==> src/hdl/rcb_pkg.sv <==
// Package: word types, character constants, rotor wiring tables and modular helpers.
`timescale 1ns / 1ps
`default_nettype none

package rcb_pkg;

    localparam int unsigned ALPHA_SIZE = 26;

    typedef logic [4:0] t_letter;
    typedef logic [2:0] t_cfg_idx;

    // register indexes on the config port
    localparam t_cfg_idx CFG_START_ONE   = 3'd0;
    localparam t_cfg_idx CFG_START_TWO   = 3'd1;
    localparam t_cfg_idx CFG_START_THREE = 3'd2;
    localparam t_cfg_idx CFG_DECRYPT     = 3'd3;

    localparam logic [7:0] CHAR_UPPER_A = 8'd65;
    localparam logic [7:0] CHAR_UPPER_Z = 8'd90;
    localparam logic [7:0] CHAR_LOWER_A = 8'd97;
    localparam logic [7:0] CHAR_LOWER_Z = 8'd122;

    localparam t_letter LETTER_LAST = 5'd25;

    typedef struct packed {
        logic [7:0] in_byte;
        logic       restart;
    } t_in_word;

    typedef struct packed {
        logic [7:0] out_byte;
        logic       was_letter;
    } t_out_word;

    typedef struct packed {
        logic    is_letter;
        t_letter letter;
    } t_fold;

    typedef struct packed {
        t_letter rotor_one;
        t_letter rotor_two;
        t_letter rotor_three;
        logic    decrypt;
    } t_keys;

    // 26..31 fold back into the alphabet
    function automatic t_letter reduce_key(input t_letter v);
        return (v >= t_letter'(ALPHA_SIZE)) ? t_letter'(v - t_letter'(ALPHA_SIZE)) : v;
    endfunction

    // (x - off) mod 26, both operands already reduced
    function automatic t_letter mod_sub(input t_letter x, input t_letter off);
        logic [5:0] d;
        d = {1'b0, x} + 6'(ALPHA_SIZE) - {1'b0, off};
        return (d >= 6'(ALPHA_SIZE)) ? t_letter'(d - 6'(ALPHA_SIZE)) : d[4:0];
    endfunction

    // (x + off) mod 26
    function automatic t_letter mod_add(input t_letter x, input t_letter off);
        logic [5:0] s;
        s = {1'b0, x} + {1'b0, off};
        return (s >= 6'(ALPHA_SIZE)) ? t_letter'(s - 6'(ALPHA_SIZE)) : s[4:0];
    endfunction

    function automatic t_letter step_letter(input t_letter v);
        return (v == LETTER_LAST) ? t_letter'(0) : t_letter'(v + t_letter'(1));
    endfunction

    // rotor I: EKMFLGDQVZNTOWYHXUSPAIBRCJ
    function automatic t_letter fwd_one(input t_letter i);
        t_letter r;
        unique case (i)
            5'd0:  r = 5'd4;   5'd1:  r = 5'd10;  5'd2:  r = 5'd12;  5'd3:  r = 5'd5;
            5'd4:  r = 5'd11;  5'd5:  r = 5'd6;   5'd6:  r = 5'd3;   5'd7:  r = 5'd16;
            5'd8:  r = 5'd21;  5'd9:  r = 5'd25;  5'd10: r = 5'd13;  5'd11: r = 5'd19;
            5'd12: r = 5'd14;  5'd13: r = 5'd22;  5'd14: r = 5'd24;  5'd15: r = 5'd7;
            5'd16: r = 5'd23;  5'd17: r = 5'd20;  5'd18: r = 5'd18;  5'd19: r = 5'd15;
            5'd20: r = 5'd0;   5'd21: r = 5'd8;   5'd22: r = 5'd1;   5'd23: r = 5'd17;
            5'd24: r = 5'd2;   5'd25: r = 5'd9;
            default: r = 5'd0;
        endcase
        return r;
    endfunction

    function automatic t_letter inv_one(input t_letter i);
        t_letter r;
        unique case (i)
            5'd0:  r = 5'd20;  5'd1:  r = 5'd22;  5'd2:  r = 5'd24;  5'd3:  r = 5'd6;
            5'd4:  r = 5'd0;   5'd5:  r = 5'd3;   5'd6:  r = 5'd5;   5'd7:  r = 5'd15;
            5'd8:  r = 5'd21;  5'd9:  r = 5'd25;  5'd10: r = 5'd1;   5'd11: r = 5'd4;
            5'd12: r = 5'd2;   5'd13: r = 5'd10;  5'd14: r = 5'd12;  5'd15: r = 5'd19;
            5'd16: r = 5'd7;   5'd17: r = 5'd23;  5'd18: r = 5'd18;  5'd19: r = 5'd11;
            5'd20: r = 5'd17;  5'd21: r = 5'd8;   5'd22: r = 5'd13;  5'd23: r = 5'd16;
            5'd24: r = 5'd14;  5'd25: r = 5'd9;
            default: r = 5'd0;
        endcase
        return r;
    endfunction

    // rotor II: AJDKSIRUXBLHWTMCQGZNPYFVOE
    function automatic t_letter fwd_two(input t_letter i);
        t_letter r;
        unique case (i)
            5'd0:  r = 5'd0;   5'd1:  r = 5'd9;   5'd2:  r = 5'd3;   5'd3:  r = 5'd10;
            5'd4:  r = 5'd18;  5'd5:  r = 5'd8;   5'd6:  r = 5'd17;  5'd7:  r = 5'd20;
            5'd8:  r = 5'd23;  5'd9:  r = 5'd1;   5'd10: r = 5'd11;  5'd11: r = 5'd7;
            5'd12: r = 5'd22;  5'd13: r = 5'd19;  5'd14: r = 5'd12;  5'd15: r = 5'd2;
            5'd16: r = 5'd16;  5'd17: r = 5'd6;   5'd18: r = 5'd25;  5'd19: r = 5'd13;
            5'd20: r = 5'd15;  5'd21: r = 5'd24;  5'd22: r = 5'd5;   5'd23: r = 5'd21;
            5'd24: r = 5'd14;  5'd25: r = 5'd4;
            default: r = 5'd0;
        endcase
        return r;
    endfunction

    function automatic t_letter inv_two(input t_letter i);
        t_letter r;
        unique case (i)
            5'd0:  r = 5'd0;   5'd1:  r = 5'd9;   5'd2:  r = 5'd15;  5'd3:  r = 5'd2;
            5'd4:  r = 5'd25;  5'd5:  r = 5'd22;  5'd6:  r = 5'd17;  5'd7:  r = 5'd11;
            5'd8:  r = 5'd5;   5'd9:  r = 5'd1;   5'd10: r = 5'd3;   5'd11: r = 5'd10;
            5'd12: r = 5'd14;  5'd13: r = 5'd19;  5'd14: r = 5'd24;  5'd15: r = 5'd20;
            5'd16: r = 5'd16;  5'd17: r = 5'd6;   5'd18: r = 5'd4;   5'd19: r = 5'd13;
            5'd20: r = 5'd7;   5'd21: r = 5'd23;  5'd22: r = 5'd12;  5'd23: r = 5'd8;
            5'd24: r = 5'd21;  5'd25: r = 5'd18;
            default: r = 5'd0;
        endcase
        return r;
    endfunction

    // reflector B: YRUHQSLDPXNGOKMIEBFZCWVJAT, an involution, so it is its own inverse
    function automatic t_letter wire_three(input t_letter i);
        t_letter r;
        unique case (i)
            5'd0:  r = 5'd24;  5'd1:  r = 5'd17;  5'd2:  r = 5'd20;  5'd3:  r = 5'd7;
            5'd4:  r = 5'd16;  5'd5:  r = 5'd18;  5'd6:  r = 5'd11;  5'd7:  r = 5'd3;
            5'd8:  r = 5'd15;  5'd9:  r = 5'd23;  5'd10: r = 5'd13;  5'd11: r = 5'd6;
            5'd12: r = 5'd14;  5'd13: r = 5'd10;  5'd14: r = 5'd12;  5'd15: r = 5'd8;
            5'd16: r = 5'd4;   5'd17: r = 5'd1;   5'd18: r = 5'd5;   5'd19: r = 5'd25;
            5'd20: r = 5'd2;   5'd21: r = 5'd22;  5'd22: r = 5'd21;  5'd23: r = 5'd9;
            5'd24: r = 5'd0;   5'd25: r = 5'd19;
            default: r = 5'd0;
        endcase
        return r;
    endfunction

endpackage

`default_nettype wire

==> src/hdl/rotor_cipher_byte_stream.sv <==
// Top level: rotor cipher over a byte stream, input register, one pass, result register.
// Throughput: one byte per cycle while the output is not stalled; the cycle holds the fold and the
// five wiring lookups with their mod-26 offset subtracts and adds, then the offset step.
// Reset (synchronous, active low) empties both stages, zeroes the config
// registers, both rotor offsets and the letter count. No clearing pass.
`timescale 1ns / 1ps
`default_nettype none

module rotor_cipher_byte_stream (
    input  wire logic                i_clk,
    input  wire logic                i_rst_n,
    // byte input
    input  wire logic                i_in_valid,
    output logic                     o_in_stall,
    input  wire rcb_pkg::t_in_word   i_in_data,
    // cipher output
    output logic                     o_out_valid,
    input  wire logic                i_out_stall,
    output rcb_pkg::t_out_word       o_out_data,
    // config writes
    input  wire logic                i_cfg_valid,
    output logic                     o_cfg_ready,
    input  wire rcb_pkg::t_cfg_idx   i_cfg_index,
    input  wire logic [7:0]          i_cfg_data
);

    // config registers, stored unreduced as written
    rcb_pkg::t_letter r_start_one, r_start_two, r_start_three;
    logic             r_decrypt;

    // rotor state
    rcb_pkg::t_letter r_rotor_one, r_rotor_two, r_count;
    rcb_pkg::t_letter n_rotor_one, n_rotor_two, n_count;

    // stage 1: registered input word
    logic              r_s1_valid;
    rcb_pkg::t_in_word r_s1_data;

    // stage 2: result register
    logic               r_out_valid;
    rcb_pkg::t_out_word r_out_data;
    rcb_pkg::t_out_word n_out_data;

    logic             w_advance;
    logic             w_accept;
    rcb_pkg::t_fold   w_fold;
    rcb_pkg::t_keys   w_keys;
    rcb_pkg::t_letter w_count;
    rcb_pkg::t_letter w_cipher;

    // config port never pushes back; writes must only land while idle, which the block does not enforce
    assign o_cfg_ready = 1'b1;

    // stage 1 moves on whenever the result register is free or being emptied
    assign w_advance  = r_s1_valid && (!r_out_valid || !i_out_stall);
    assign o_in_stall = r_s1_valid && !w_advance;
    assign w_accept   = i_in_valid && !o_in_stall;

    assign o_out_valid = r_out_valid;
    assign o_out_data  = r_out_data;

    // restart reloads the offsets before this word is ciphered
    always_comb begin
        if (r_s1_data.restart) begin
            w_keys.rotor_one = rcb_pkg::reduce_key(r_start_one);
            w_keys.rotor_two = rcb_pkg::reduce_key(r_start_two);
            w_count          = '0;
        end else begin
            w_keys.rotor_one = r_rotor_one;
            w_keys.rotor_two = r_rotor_two;
            w_count          = r_count;
        end
        w_keys.rotor_three = rcb_pkg::reduce_key(r_start_three);
        w_keys.decrypt     = r_decrypt;
    end

    rcb_fold u_fold (
        .i_byte (r_s1_data.in_byte),
        .o_fold (w_fold)
    );

    rcb_path u_path (
        .i_letter (w_fold.letter),
        .i_keys   (w_keys),
        .o_letter (w_cipher)
    );

    // result word; non-letters go out as the raw byte
    always_comb begin
        if (w_fold.is_letter) begin
            n_out_data.out_byte   = rcb_pkg::CHAR_UPPER_A + {3'b000, w_cipher};
            n_out_data.was_letter = 1'b1;
        end else begin
            n_out_data.out_byte   = r_s1_data.in_byte;
            n_out_data.was_letter = 1'b0;
        end
    end

    // offset stepping: first rotor every letter, second rotor when the count wraps
    always_comb begin
        n_rotor_one = r_rotor_one;
        n_rotor_two = r_rotor_two;
        n_count     = r_count;
        if (w_advance) begin
            n_rotor_one = w_keys.rotor_one;
            n_rotor_two = w_keys.rotor_two;
            n_count     = w_count;
            if (w_fold.is_letter) begin
                n_rotor_one = rcb_pkg::step_letter(w_keys.rotor_one);
                n_count     = rcb_pkg::step_letter(w_count);
                if (w_count == rcb_pkg::LETTER_LAST) begin
                    n_rotor_two = rcb_pkg::step_letter(w_keys.rotor_two);
                end
            end
        end
    end

    always_ff @(posedge i_clk) begin
        if (!i_rst_n) begin
            r_start_one   <= '0;
            r_start_two   <= '0;
            r_start_three <= '0;
            r_decrypt     <= 1'b0;
        end else if (i_cfg_valid && o_cfg_ready) begin
            unique case (i_cfg_index)
                rcb_pkg::CFG_START_ONE:   r_start_one   <= i_cfg_data[4:0];
                rcb_pkg::CFG_START_TWO:   r_start_two   <= i_cfg_data[4:0];
                rcb_pkg::CFG_START_THREE: r_start_three <= i_cfg_data[4:0];
                rcb_pkg::CFG_DECRYPT:     r_decrypt     <= i_cfg_data[0];
                default: ;  // unknown index: write dropped
            endcase
        end
    end

    always_ff @(posedge i_clk) begin
        if (!i_rst_n) begin
            r_s1_valid  <= 1'b0;
            r_out_valid <= 1'b0;
            r_rotor_one <= '0;
            r_rotor_two <= '0;
            r_count     <= '0;
        end else begin
            r_rotor_one <= n_rotor_one;
            r_rotor_two <= n_rotor_two;
            r_count     <= n_count;
            if (w_accept) begin
                r_s1_valid <= 1'b1;
            end else if (w_advance) begin
                r_s1_valid <= 1'b0;
            end
            if (w_advance) begin
                r_out_valid <= 1'b1;
            end else if (!i_out_stall) begin
                r_out_valid <= 1'b0;
            end
        end
    end

    // payload registers, no reset
    always_ff @(posedge i_clk) begin
        if (w_accept) begin
            r_s1_data <= i_in_data;
        end
        if (w_advance) begin
            r_out_data <= n_out_data;
        end
    end

endmodule

`default_nettype wire

==> src/hdl/rcb_fold.sv <==
// Case fold of one CP1250 byte to a letter index A-Z, or not a letter.
`timescale 1ns / 1ps
`default_nettype none

module rcb_fold (
    input  wire logic [7:0]    i_byte,
    output rcb_pkg::t_fold     o_fold
);

    always_comb begin
        o_fold.is_letter = 1'b1;
        o_fold.letter    = '0;
        if (i_byte >= rcb_pkg::CHAR_UPPER_A && i_byte <= rcb_pkg::CHAR_UPPER_Z) begin
            o_fold.letter = 5'(i_byte - rcb_pkg::CHAR_UPPER_A);
        end else if (i_byte >= rcb_pkg::CHAR_LOWER_A && i_byte <= rcb_pkg::CHAR_LOWER_Z) begin
            o_fold.letter = 5'(i_byte - rcb_pkg::CHAR_LOWER_A);
        end else begin
            // Polish diacritics fold to their base letter
            unique case (i_byte)
                8'd185, 8'd165:                 o_fold.letter = 5'd0;   // A
                8'd230, 8'd198:                 o_fold.letter = 5'd2;   // C
                8'd234, 8'd202:                 o_fold.letter = 5'd4;   // E
                8'd179, 8'd163:                 o_fold.letter = 5'd11;  // L
                8'd241, 8'd209:                 o_fold.letter = 5'd13;  // N
                8'd243, 8'd211:                 o_fold.letter = 5'd14;  // O
                8'd156, 8'd140:                 o_fold.letter = 5'd18;  // S
                8'd191, 8'd175, 8'd159, 8'd143: o_fold.letter = 5'd25;  // Z
                default:                        o_fold.is_letter = 1'b0;
            endcase
        end
    end

endmodule

`default_nettype wire

==> src/hdl/rcb_path.sv <==
// Five-wiring substitution path for one letter under the current offsets.
`timescale 1ns / 1ps
`default_nettype none

module rcb_path (
    input  wire rcb_pkg::t_letter i_letter,
    input  wire rcb_pkg::t_keys   i_keys,
    output rcb_pkg::t_letter      o_letter
);

    rcb_pkg::t_letter s1, s2, s3, s4;

    always_comb begin
        s1 = rcb_pkg::fwd_one(rcb_pkg::mod_sub(i_letter, i_keys.rotor_one));
        s2 = rcb_pkg::fwd_two(rcb_pkg::mod_sub(s1, i_keys.rotor_two));
        if (i_keys.decrypt) begin
            s3 = rcb_pkg::mod_add(rcb_pkg::wire_three(s2), i_keys.rotor_three);
        end else begin
            s3 = rcb_pkg::wire_three(rcb_pkg::mod_sub(s2, i_keys.rotor_three));
        end
        s4       = rcb_pkg::mod_add(rcb_pkg::inv_two(s3), i_keys.rotor_two);
        o_letter = rcb_pkg::mod_add(rcb_pkg::inv_one(s4), i_keys.rotor_one);
    end

endmodule

`default_nettype wire

==> config.mk <==
export PLATFORM = sky130hd
export DESIGN_NAME = rotor_cipher_byte_stream
export DESIGN_NICKNAME = d
export VERILOG_FILES = /design/src/hdl/rcb_pkg.sv /design/src/hdl/rotor_cipher_byte_stream.sv /design/src/hdl/rcb_fold.sv /design/src/hdl/rcb_path.sv
export SDC_FILE = /design/constraint.sdc
export NUM_CORES = 1
export LEC_CHECK = 0
export BUFFER_PORTS_ARGS = -buffer_cell sky130_fd_sc_hd__buf_2
export CORE_MARGIN = 10
export CORE_UTILIZATION = 40
export CTS_CLUSTER_SIZE = 40
export DETAILED_ROUTE_END_ITERATION = 10
export GPL_TIMING_DRIVEN = 0
export SLEW_MARGIN = 20
export SYNTH_ARGS = -nofsm -noshare
export SYNTH_HDL_FRONTEND = slang
export SYNTH_SLANG_ARGS = --single-unit
export TNS_END_PERCENT = 5
==> constraint.sdc <==
create_clock -name i_clk -period 20.8 [get_ports i_clk]
set_input_delay 1.04 -clock i_clk [delete_from_list [all_inputs] [get_ports i_clk]]
set_output_delay 1.04 -clock i_clk [all_outputs]
set_load 0.05 [all_outputs]
==> metrics.md <==
| Metric | Value |
|---|---|
| Chip Width | `155 µm` |
| Congestion Overflow GR | `0` |
| CP delay by family, top | `compound AO/OA/AOI/OAI gates` |
| Port Buf Inserts | `32` |
| Placer Congestion | `0.884` |
| Row count | `49` |
| Top post-synthesis cells by count | `ha_1 (100), inv_1 (91), nand2_1 (73), a21oi_1 (68), nor2_1 (68)` |
| # hold bufs at CTS | `0` |
| Root Buffer | `clkbuf_16` |
| Top-count cell post-synth | `ha_1` |
| Reg clk slew, reported paths | `80 ps` |
| Crit end category | `register` |
| XOR/XNOR Fraction of Synth Area | `5.51%` |
| Die Span Y | `155 µm` |
| Synth Area in Compound Gates | `24.7%` |
| # DRC | `0` |
| Nets | `1101` |
| Yosys cell types | `92` |
| Crit path buffers/inverters | `16` |
| CTS Buffer Depth | `2` |
| Final hold violations | `0` |
| Post-synthesis mux area share | `6.21%` |
| Max Cap Viol | `0` |
| Utilization after layout | `44.2%` |
| Status | `finished, final reports clean` |
| Area of the core | `18000 µm²` |
| Largest net degree at the start of global routing | `19` |
| CP max-delay cell | `fa_1` |
| Initial Util | `40.6%` |
| Worst Clk Skew | `11.5 ps` |
| DR iter-0 viols | `489` |
| Via density | `5.53` |
| Main flop type after synthesis | `dfxtp_1` |
| Slew Limit Fails | `0` |
| Initial antenna violation count | `0` |
| Avg Inst Size Synth | `7.83 µm²` |
| Post-route clock period utilization | `91.4%` |
| Crit-path max cell delay | `480 ps` |
| CTS tree | `built` |
| Ranking of synthesized cells by area | `ha_1 (17%), dfxtp_1 (9.1%), edfxtp_1 (7.4%), inv_1 (4.7%), a21oi_1 (4.7%)` |
| Main combinational cell family by area after synthesis | `compound AO/OA/AOI/OAI gates` |
| Vias | `6635` |
| EDFF count, synth | `18` |
| Global-route wire length before repair | `29200 µm` |
| Initial DRT Pass Iterations | `5` |
| Gr usage total | `13.8%` |
| Ys Warns | `0` |
| I/O pins | `37` |
| Actual slew at the worst max-slew pin | `991 ps` |
| CP required | `20830 ps` |
| TritonCTS buffer count | `5` |
| Sequential area share after synthesis | `16.5%` |
| Clock latency on the worst-skew pair | `300 ps` |
| Gate Count Post-Synth | `931` |
| Setup violations, final | `0` |
| Normalized max-slew margin | `33.9%` |
| Fraction of layout cells with a size suffix above 1 | `9.58%` |
| Placed Cells | `1192` |
| Post-Syn Nets | `1062` |
| Post-DP HPWL | `13300 µm` |
| Final Critical Period | `19020 ps` |
| Startpoint Class | `register` |
| Die area | `24000 µm²` |
| Post-synth top area share | `17.2%` |
| Htree depth | `2` |
| Worst Hold Class | `register to register` |
| Async set or reset register ratio after synthesis | `0%` |
| Antenna-violating nets left | `0` |
| Worst Path Arrival | `19050 ps` |
| Clock Sink Count | `51` |
| Finished Layout Cells | `1200` |
| Max Freq | `52.6 MHz` |
| WL final | `16900 µm` |
| Max FO, Critical Path | `10` |
| Setup ws final | `1780 ps` |
| Kind of critical path | `register to register` |
| Post-Syn Area | `7290 µm²` |
| Simple-Gate Fraction of Synth Area | `21.4%` |
| Vias in the first global route | `6105` |
| Worst slack, placed | `1300 ps` |
| Post-synthesis adder-cell area fraction | `18.8%` |
| Wirelength per Cell | `14.1 µm` |
| Leading area contributor after synthesis | `ha_1` |
| Layout area overhead | `8.80%` |
| Ant. Diodes | `0` |
| #FFs+latches synth | `51` |
[path summary, 6_finish.rpt]
| kind | start | endpoint | slack [ps] | depth (start not counted) |
|---|---|---|---|---|
| setup / recovery | r_s1_data[4]$_DFFE_PP_ | o_out_data[5]$_DFFE_PP_ | 1780 | 86 |
| hold / removal | r_s1_valid$_SDFFE_PN0P_ | o_out_valid$_SDFFE_PN0P_ | 500 | 2 |
| setup reg to reg | r_s1_data[4]$_DFFE_PP_ | o_out_data[5]$_DFFE_PP_ | 1780 | 86 |
| hold reg to reg | r_s1_valid$_SDFFE_PN0P_ | o_out_valid$_SDFFE_PN0P_ | 500 | 2 |
[area by class of cell]
cell class | count | area, µm²
timing repair buffer | 32 | 160
inverter | 94 | 353
fill | 1821 | 10000
clock inverter | 2 | 13.8
buffer | 34 | 144
tap | 229 | 287
multi-input combinational | 752 | 5640
sequential | 51 | 1200
clock buffer | 6 | 139
[logic make-up after synthesis]
family                     Yosys count
muxes                               42
DFF                                 51
adders and majority gates          106
AOI/OAI and AO/OA                  258
buffers and inverters              128
and+or+nand+nor                    300
other                                1
xor gates and xnor gates            45
[repair_timing]
item	in CTS	in global routing
buffers inserted	0	0
gates resized for setup	0	8
endpoints found under the hold margin	0	0
setup endpoints to repair	0	5
[placed cells by master (no fill, tap or decap), types with 25 or more instances in the layout]
cell type and instances:
nor2b_1 28, buf_2 35, mux2i_1 33, nor2_1 68, inv_1 91, dfxtp_1 33, xnor2_1 29, clkbuf_1 25
nand2_1 73, ha_1 100, o21ai_0 47, a21oi_1 68
[layer usage]
metal	up-vias	part of all wire [%]	track usage, %
li1	3431	-	-
met1	3070	52	20.1
met2	124	43	21.0
met3	10	3.7	2.15
met4	0	0.73	2.47
met5	-	0	0
[worst reg2reg max path: cells and delay by family, from the launching register on]
family,cells,cell delay [ps]
buf+inv,16,2380
xor+xnor,7,1640
flops,1,350
compound gates,26,5200
mux,3,870
fa+ha+maj,16,4650
simple gates,18,3670
[sequential cells by signal, indices dropped and copies added (netlist names)]
| signal | cells |
|---|---|
| o_out_data | 9 |
| r_s1_data | 9 |
| r_count | 5 |
| r_rotor_one | 5 |
| r_rotor_two | 5 |
| r_start_one | 5 |
| r_start_three | 5 |
| r_start_two | 5 |
| o_out_valid | 1 |
| r_decrypt | 1 |
| r_s1_valid | 1 |
[through the flow]
step | setup TNS (ps) | hold slack [ps] | cell area (µm²)
2_1_floorplan | 0 | 467 | 7290
3_3_place_gp | 0 | 481 | 7740
3_5_place_dp | 0 | 496 | 7740
4_1_cts | 0 | 505 | 7900
5_1_grt | -10.8 | 535 | 7930
6_report | 0 | 498 | 7930
Power is not shown: default switching activity piles up to over one toggle a cycle in this logic, so the estimate is an artifact.
